## config.mk

```make
export PLATFORM = sky130hd
export DESIGN_NAME = prime_modulus_arithmetic_unit
export DESIGN_NICKNAME = d
export VERILOG_FILES = /design/src/rtl/pmau_pkg.sv /design/src/rtl/prime_modulus_arithmetic_unit.sv
export SDC_FILE = /design/constraint.sdc
export NUM_CORES = 2
export LEC_CHECK = 0
export BUFFER_PORTS_ARGS = -buffer_cell sky130_fd_sc_hd__buf_2
export CAP_MARGIN = 20
export CELL_PAD_IN_SITES_DETAIL_PLACEMENT = 1
export CELL_PAD_IN_SITES_GLOBAL_PLACEMENT = 1
export CORE_AREA = 2 2 435 437
export CTS_CLUSTER_SIZE = 24
export DETAILED_ROUTE_END_ITERATION = 8
export DIE_AREA = 0 0 437 439
export PLACE_DENSITY_LB_ADDON = 0.1
export SLEW_MARGIN = 10
export SYNTH_ARGS = -nofsm -noshare
export SYNTH_HDL_FRONTEND = slang
export SYNTH_SLANG_ARGS = --single-unit
```

## constraint.sdc

```tcl
create_clock -name clk -period 9 [get_ports clk]
set_input_delay 0.9 -clock clk [delete_from_list [all_inputs] [get_ports clk]]
set_output_delay 0.9 -clock clk [all_outputs]
set_load 0.01 [all_outputs]
```

## src/rtl/pmau_pkg.sv

```systemverilog
// ----------------------------------------------------------------------------
// pmau_pkg: shared types and codes of the prime modulus arithmetic unit
// Operation codes, operand widths and write-back targets of the reduce unit.
// ----------------------------------------------------------------------------
`default_nettype none

package pmau_pkg;

  localparam int unsigned MOD_W = 31;
  localparam int unsigned OPD_W = 64;
  localparam int unsigned EXP_W = 63;

  typedef logic [MOD_W-1:0] res_t;
  typedef logic [2:0]       func_t;
  typedef logic [2:0]       dst_t;

  // operation codes
  localparam func_t FN_ADD = 3'd0;
  localparam func_t FN_SUB = 3'd1;
  localparam func_t FN_MUL = 3'd2;
  localparam func_t FN_DIV = 3'd3;
  localparam func_t FN_POW = 3'd4;
  localparam func_t FN_INV = 3'd5;
  localparam func_t FN_NEG = 3'd6;
  localparam func_t FN_EQ  = 3'd7;

  // where a finished reduction is written
  localparam dst_t DST_A    = 3'd0;
  localparam dst_t DST_B    = 3'd1;
  localparam dst_t DST_ACC  = 3'd2;
  localparam dst_t DST_BASE = 3'd3;
  localparam dst_t DST_RES  = 3'd4;

  localparam res_t MOD_RESET = 31'd1000000007;

endpackage

`default_nettype wire

```

## src/rtl/prime_modulus_arithmetic_unit.sv

```systemverilog
// ----------------------------------------------------------------------------
// prime_modulus_arithmetic_unit: modular arithmetic over a programmable modulus
// Add, sub, mul, div, pow, inverse, negate and compare, with a shared
// bit-serial reducer and a single 31x31 multiplier under a small sequencer.
// ----------------------------------------------------------------------------
// Usage:
//   Write the modulus through cfg_we / cfg_wdata while the unit is idle; it
//   resets to 1000000007. A command transfers at a clock edge with start high
//   and busy low. busy stays high until the result is shown on out_result with
//   out_valid high for exactly one cycle; the receiver cannot stall it.
// Operation:
//   Every operand reduction and every modular multiply goes through the same
//   one-bit-per-cycle remainder loop of 64 steps, with a load before it and a
//   write-back after it. add, sub, neg and equal strobe once both operands are
//   reduced; mul adds one modular multiply, and inv of zero and div by zero
//   strobe at the same point as add. pow squares and multiplies from the low
//   exponent bit up; inv and div run pow with exponent modulus-2, div adds one
//   more multiply. The unit takes one command at a time.
// Reset:
//   rst_n is synchronous, active low; it returns the sequencer to idle and
//   restores the default modulus.
// ----------------------------------------------------------------------------
`default_nettype none

module prime_modulus_arithmetic_unit (
  input  wire logic        clk,
  input  wire logic        rst_n,
  input  wire logic        start,
  output logic             busy,
  input  wire logic [2:0]  in_func,
  input  wire logic [63:0] in_operand_a,
  input  wire logic [63:0] in_operand_b,
  input  wire logic [62:0] in_exponent,
  output logic             out_valid,
  output logic [30:0]      out_result,
  input  wire logic        cfg_we,
  input  wire logic [30:0] cfg_wdata
);

  // sequencer states
  localparam logic [2:0] S_IDLE  = 3'd0;
  localparam logic [2:0] S_RED   = 3'd1;
  localparam logic [2:0] S_FIX   = 3'd2;
  localparam logic [2:0] S_DISP  = 3'd3;
  localparam logic [2:0] S_POW   = 3'd4;
  localparam logic [2:0] S_MULP  = 3'd5;

  logic [2:0]           state_r, state_nxt;
  pmau_pkg::res_t       modulus_r;
  pmau_pkg::func_t      func_r, func_nxt;
  pmau_pkg::dst_t       dst_r, dst_nxt;
  logic [63:0]          src_r, src_nxt;
  logic [63:0]          braw_r, braw_nxt;
  logic                 neg_r, neg_nxt;
  logic [5:0]           cnt_r, cnt_nxt;
  pmau_pkg::res_t       rem_r, rem_nxt;
  pmau_pkg::res_t       a_r, a_nxt, b_r, b_nxt;
  pmau_pkg::res_t       acc_r, acc_nxt, base_r, base_nxt;
  logic [62:0]          exp_r, exp_nxt;
  logic                 out_valid_nxt;
  pmau_pkg::res_t       out_result_nxt;

  // remainder step of the shared reducer
  logic [31:0] rtrial;
  logic [31:0] rdiff;
  logic [31:0] m32;
  assign m32    = {1'b0, modulus_r};
  assign rtrial = {rem_r, src_r[63]};
  assign rdiff  = rtrial - m32;

  // signed residue fix-up
  pmau_pkg::res_t fixed;
  assign fixed = (neg_r && (rem_r != '0)) ? (modulus_r - rem_r) : rem_r;

  // shared multiplier operand select
  pmau_pkg::res_t mx, my;
  logic [61:0]    prod;
  always_comb begin
    case (dst_r)
      pmau_pkg::DST_ACC:  begin mx = acc_r;  my = base_r; end
      pmau_pkg::DST_BASE: begin mx = base_r; my = base_r; end
      default: begin
        if (func_r == pmau_pkg::FN_MUL) begin
          mx = a_r; my = b_r;
        end else begin
          mx = acc_r; my = a_r;
        end
      end
    endcase
  end
  assign prod = mx * my;

  // direct results
  logic [31:0] sum, dif;
  assign sum = {1'b0, a_r} + {1'b0, b_r};
  assign dif = {1'b0, a_r} + (m32 - {1'b0, b_r});

  assign busy = (state_r != S_IDLE);

  // sequencer
  always_comb begin
    state_nxt      = state_r;
    func_nxt       = func_r;
    dst_nxt        = dst_r;
    src_nxt        = src_r;
    braw_nxt       = braw_r;
    neg_nxt        = neg_r;
    cnt_nxt        = cnt_r;
    rem_nxt        = rem_r;
    a_nxt          = a_r;
    b_nxt          = b_r;
    acc_nxt        = acc_r;
    base_nxt       = base_r;
    exp_nxt        = exp_r;
    out_valid_nxt  = 1'b0;
    out_result_nxt = out_result;
    unique case (state_r)
      S_IDLE: begin
        if (start) begin
          func_nxt  = in_func;
          braw_nxt  = in_operand_b;
          exp_nxt   = in_exponent;
          neg_nxt   = in_operand_a[63];
          src_nxt   = in_operand_a[63] ? (64'd0 - in_operand_a) : in_operand_a;
          dst_nxt   = pmau_pkg::DST_A;
          rem_nxt   = '0;
          cnt_nxt   = 6'd63;
          state_nxt = S_RED;
        end
      end
      S_RED: begin
        rem_nxt = (rtrial >= m32) ? rdiff[30:0] : rtrial[30:0];
        src_nxt = {src_r[62:0], 1'b0};
        cnt_nxt = cnt_r - 6'd1;
        if (cnt_r == '0) state_nxt = S_FIX;
      end
      S_FIX: begin
        case (dst_r)
          pmau_pkg::DST_A: begin
            a_nxt     = fixed;
            neg_nxt   = braw_r[63];
            src_nxt   = braw_r[63] ? (64'd0 - braw_r) : braw_r;
            dst_nxt   = pmau_pkg::DST_B;
            rem_nxt   = '0;
            cnt_nxt   = 6'd63;
            state_nxt = S_RED;
          end
          pmau_pkg::DST_B: begin
            b_nxt     = fixed;
            state_nxt = S_DISP;
          end
          pmau_pkg::DST_ACC: begin
            acc_nxt   = fixed;
            dst_nxt   = pmau_pkg::DST_BASE;
            state_nxt = S_MULP;
          end
          pmau_pkg::DST_BASE: begin
            base_nxt  = fixed;
            exp_nxt   = {1'b0, exp_r[62:1]};
            state_nxt = S_POW;
          end
          default: begin
            out_valid_nxt  = 1'b1;
            out_result_nxt = fixed;
            state_nxt      = S_IDLE;
          end
        endcase
      end
      S_DISP: begin
        acc_nxt   = 31'd1;
        state_nxt = S_IDLE;
        if (modulus_r < 31'd2) begin
          out_valid_nxt  = 1'b1;
          out_result_nxt = (func_r == pmau_pkg::FN_EQ) ? 31'd1 : 31'd0;
        end else begin
          unique case (func_r)
            pmau_pkg::FN_ADD: begin
              out_valid_nxt  = 1'b1;
              out_result_nxt = (sum >= m32) ? sum[30:0] - modulus_r : sum[30:0];
            end
            pmau_pkg::FN_SUB: begin
              out_valid_nxt  = 1'b1;
              out_result_nxt = (dif >= m32) ? dif[30:0] - modulus_r : dif[30:0];
            end
            pmau_pkg::FN_MUL: begin
              dst_nxt   = pmau_pkg::DST_RES;
              state_nxt = S_MULP;
            end
            pmau_pkg::FN_DIV: begin
              if (b_r == '0) begin
                out_valid_nxt  = 1'b1;
                out_result_nxt = '0;
              end else begin
                base_nxt  = b_r;
                exp_nxt   = {32'd0, modulus_r - 31'd2};
                state_nxt = S_POW;
              end
            end
            pmau_pkg::FN_POW: begin
              base_nxt  = a_r;
              state_nxt = S_POW;
            end
            pmau_pkg::FN_INV: begin
              if (a_r == '0) begin
                out_valid_nxt  = 1'b1;
                out_result_nxt = '0;
              end else begin
                base_nxt  = a_r;
                exp_nxt   = {32'd0, modulus_r - 31'd2};
                state_nxt = S_POW;
              end
            end
            pmau_pkg::FN_NEG: begin
              out_valid_nxt  = 1'b1;
              out_result_nxt = (a_r != '0) ? modulus_r - a_r : '0;
            end
            default: begin
              out_valid_nxt  = 1'b1;
              out_result_nxt = (a_r == b_r) ? 31'd1 : 31'd0;
            end
          endcase
        end
      end
      S_POW: begin
        // square-and-multiply, low exponent bit first
        state_nxt = S_MULP;
        if (exp_r == '0) begin
          if (func_r == pmau_pkg::FN_DIV) begin
            dst_nxt = pmau_pkg::DST_RES;
          end else begin
            out_valid_nxt  = 1'b1;
            out_result_nxt = acc_r;
            state_nxt      = S_IDLE;
          end
        end else if (exp_r[0]) begin
          dst_nxt = pmau_pkg::DST_ACC;
        end else begin
          dst_nxt = pmau_pkg::DST_BASE;
        end
      end
      S_MULP: begin
        src_nxt   = {2'b00, prod};
        neg_nxt   = 1'b0;
        rem_nxt   = '0;
        cnt_nxt   = 6'd63;
        state_nxt = S_RED;
      end
      default: state_nxt = S_IDLE;
    endcase
  end

  // control registers
  always_ff @(posedge clk) begin
    if (!rst_n) begin
      state_r   <= S_IDLE;
      out_valid <= 1'b0;
      modulus_r <= pmau_pkg::MOD_RESET;
    end else begin
      state_r   <= state_nxt;
      out_valid <= out_valid_nxt;
      if (cfg_we) modulus_r <= cfg_wdata;
    end
  end

  // datapath registers
  always_ff @(posedge clk) begin
    func_r     <= func_nxt;
    dst_r      <= dst_nxt;
    src_r      <= src_nxt;
    braw_r     <= braw_nxt;
    neg_r      <= neg_nxt;
    cnt_r      <= cnt_nxt;
    rem_r      <= rem_nxt;
    a_r        <= a_nxt;
    b_r        <= b_nxt;
    acc_r      <= acc_nxt;
    base_r     <= base_nxt;
    exp_r      <= exp_nxt;
    out_result <= out_result_nxt;
  end

`ifndef SYNTHESIS
  // a result strobe always coincides with the return to idle
  a_done_idle: assert property (@(posedge clk) disable iff (!rst_n)
    out_valid |-> !busy) else $error("result strobe while busy");

  // an accepted command always makes the unit busy
  a_start_busy: assert property (@(posedge clk) disable iff (!rst_n)
    (start && !busy) |=> busy) else $error("command not taken");

  // the running remainder stays below the modulus
  a_rem_range: assert property (@(posedge clk) disable iff (!rst_n)
    (state_r == S_RED && modulus_r >= 31'd2) |-> rem_r < modulus_r)
    else $error("remainder out of range");

  // results are reduced
  a_res_range: assert property (@(posedge clk) disable iff (!rst_n)
    (out_valid && modulus_r >= 31'd2) |-> out_result < modulus_r)
    else $error("result not reduced");
`endif

endmodule

`default_nettype wire
```

==> key figures <==
Global routing
  • Global route total overflow: 0
  • GRT Util Overall: 0.3231
  • Vias in the first global route: 63120
  • Pin count of the biggest net entering global routing: 107
  • Initial antenna violation count: 19
  • First-pass GRT wire length: 451300 um

Hold path
  • Hold path startpoint: in_operand_b[39]
  • Hold WC Path Type: in2reg
  • Min-Delay Endpoint: braw_r[39]$_DFFE_PP_
  • Hold path depth: 1

Synthesis
  • Cell taking the most area after synthesis: fa_1
  • Synth Flop Type: edfxtp_1
  • #FFs+latches synth: 425
  • Largest cells by area after synthesis: fa_1 (27%), edfxtp_1 (18%), ha_1 (9.1%)
  • Synth warn: 0
  • Post-synth EDFFs: 390
  • Sequential-to-total area share from yosys stat: 0.1902
  • Syn Std Cell Area: 65260 um2
  • Avg Cell Area, Syn: 8.687 um2
  • Post-synth cell types: 85
  • Post-synthesis async set-or-reset flop share: 0
  • Synth top area share: 0.2681
  • Post-synthesis cell count: 7512
  • Syn nets: 9090

Placed design
  • Port Buffer Count: 261
  • # placed instances: 10660
  • Placer congestion estimate: 0.9963
  • Post-DP HPWL: 264900 um
  • Pre-CTS setup slack: -593.9 ps

Clocking
  • H-Tree Level Count: 2
  • CTS Hold Bufs: 0
  • Clock Sink Count: 425
  • TritonCTS buffer count: 55
  • TritonCTS clock tree: yes
  • Insertion delay to the later sink of the worst-skew pair: 700 ps
  • CTS root buf: clkbuf_16
  • CTS max path bufs: 3
  • Clock Pin Slew Worst Setup and Hold Paths: 60 ps

Floorplan
  • Initial Util: 0.3489
  • IO Count: 262
  • Placement Rows: 159
  • Die height: 439 um
  • Die footprint: 191800 um2
  • Chip Width: 437 um
  • Core Area: 187000 um2

Status
  • Status: finished, final reports clean

Route
  • Via count: 59960
  • DRT iter0 DRCs: 5474
  • WL met2: 134500 um
  • Avg Vias per Cell: 5.549
  • Routed Antenna Nets: 0
  • Routed met1 length: 145100 um
  • Top sig layer: met4
  • Avg WL per Cell: 28.84 um
  • DR WL met3: 22970 um
  • DR pass1 iterations: 8
  • Drt total wl: 311600 um
  • DRC viols: 0

Setup path
  • CP peak stage delay: 600 ps
  • Crit Path Class: reg2reg
  • Cell count of the worst reg-to-reg path: 35
  • Slowest CP cell: fa_1
  • CP max FO: 17
  • Worst path required time: 9410 ps
  • Reg2reg end: src_r[39]$_DFFE_PP_
  • Crit-path most repeated cell: fa_1
  • Startpoint types: flop
  • Crit path capture type: flop
  • Worst Path Arrival: 9400 ps
  • R2R setup slack: 10 ps
  • Reg2reg start: func_r[1]$_DFFE_PP_

Layout
  • Share of cells above drive strength 1: 0.1731
  • Final Core Density: 0.4203
  • Synthesis-to-layout area growth: 20.45%
  • Layout Cells excl Fill: 10810
  • Layout Nets: 9831

STA
  • Max-slew headroom: 0.1554
  • Unrepaired setup endpoints after global routing: true
  • Final-report max-slew violation count: 0
  • Slew @ Worst Pin: 1232 ps
  • Period Utilization, post-route: 0.9988
  • Setup Viol. Count Final: 0
  • Setup TNS Final: 0 ps
  • Layout Skew: 83.01 ps
  • Fin crit period: 8990 ps
  • FMAX: 111.2 MHz
  • Final WS setup: 10.42 ps
  • Endpoints failing hold: 0

Job
  • Max cap viols: 0
logic make-up after synthesis:
kind of cell,count (synthesis),synth area share
XOR/XNOR,377,0.05060
buffers and inverters,1384,0.07967
AO/OA/AOI/OAI,1421,0.1381
AND/OR/NAND/NOR,2458,0.1669
adder cells (fa/ha/maj),1349,0.3592
flip-flops,425,0.1902
multiplexers,98,0.01524
metrics by stage:
step | area, um2 | hold slack (ps)
6_report | 78600 | 394.8
4_1_cts | 77540 | 367.2
3_5_place_dp | 75420 | 560.5
3_3_place_gp | 75380 | 542.3
2_1_floorplan | 65280 | 509.9
5_1_grt | 78580 | 377.8
worst max-delay path by stage:
stage / from / to / slack, ps / cells past startpoint
detailed placement: func_r[0]$_DFFE_PP_ / src_r[40]$_DFFE_PP_ / -590 / 34
CTS: func_r[0]$_DFFE_PP_ / src_r[58]$_DFFE_PP_ / -70 / 33
finish: func_r[1]$_DFFE_PP_ / src_r[39]$_DFFE_PP_ / 10 / 35
floorplan: func_r[1]$_DFFE_PP_ / src_r[58]$_DFFE_PP_ / 70 / 34
global placement: func_r[0]$_DFFE_PP_ / src_r[40]$_DFFE_PP_ / -570 / 34
global route: func_r[0]$_DFFE_PP_ / src_r[39]$_DFFE_PP_ / -330 / 36
placed cells by master (no fill, tap or decap), types with 123 or more instances in the layout:
cell type  netlist  routed
inv_1         1016    1015
fa_1           874     842
nor2_1         876     829
xor2_1         125     123
xnor2_1        252     245
a21o_1         160     159
nand2_1        905     903
buf_2            3     261
ha_1           475     454
o21ai_0        319     290
buf_4            0     677
edfxtp_1       390     390
a21oi_1        404     365
synth_stat cells, types with 31 or more instances:
library cell and n:
ha_1 475, edfxtp_1 390, nor4_1 69, nand4_1 49
or3_1 44, o21bai_1 31, and2_1 45, dfxtp_1 35
a21o_1 160, inv_1 1016, mux2i_1 87, o211ai_1 49
nor2b_1 58, fa_1 874, xnor2_1 252, nand2b_1 56
nand3b_1 41, or2_2 48, o22ai_1 72, and3_1 59
o21ai_0 319, nand2_1 905, nor3_1 75, a31oi_1 32
a21oi_1 404, nand3_1 76, nor2_1 876, a211oi_1 48
clkbuf_1 337, xor2_1 125, o31ai_1 50, o21a_1 38
cell type report:
class,count,area (um2)
fillers,21950,108400
inverters,1016,3814
multi-input cells,5703,48910
well taps,2495,3122
clock buffers,72,1516
diodes,12,30.03
clock inverters,30,232.7
flip-flops and latches,425,12420
repair buffers,1052,8557
sequential cells by signal, indices dropped and copies added, names as in the netlist:
| signal | cells |
|---|---|
| exp_r | 63 |
| acc_r | 31 |
| out_valid | 1 |
| rem_r | 31 |
| base_r | 31 |
| out_result | 31 |
| func_r | 3 |
| modulus_r | 31 |
| braw_r | 64 |
| src_r | 64 |
| dst_r | 3 |
| b_r | 31 |
| state_r | 3 |
| cnt_r | 6 |
| a_r | 31 |
| neg_r | 1 |
timing repair:
action	4_1_cts	5_1_grt
pin swaps	21	78
endpoints found under the hold margin	0	0
setup buffers	7	25
gates resized for setup	82	164
setup endpoints to repair	31	34
gates cloned	0	2
critical path, delay by kind of cell, from the launching register on:
family / cells / cell delay [ps]
fa+ha+maj: 9 / 4560
xor+xnor: 1 / 160
compound gates: 7 / 1370
buf+inv: 10 / 1270
flops: 1 / 390
simple gates: 8 / 1030
per-layer routing:
metal / vias up / GRT usage
met5: - / 0
met4: 0 / 0.08571
met3: 317 / 0.05189
met2: 2137 / 0.4900
met1: 31030 / 0.4752
li1: 26480 / -
Power is left out: the tool's default activity adds up to more than one toggle a clock period on the data nets, which glitch-free logic cannot reach.
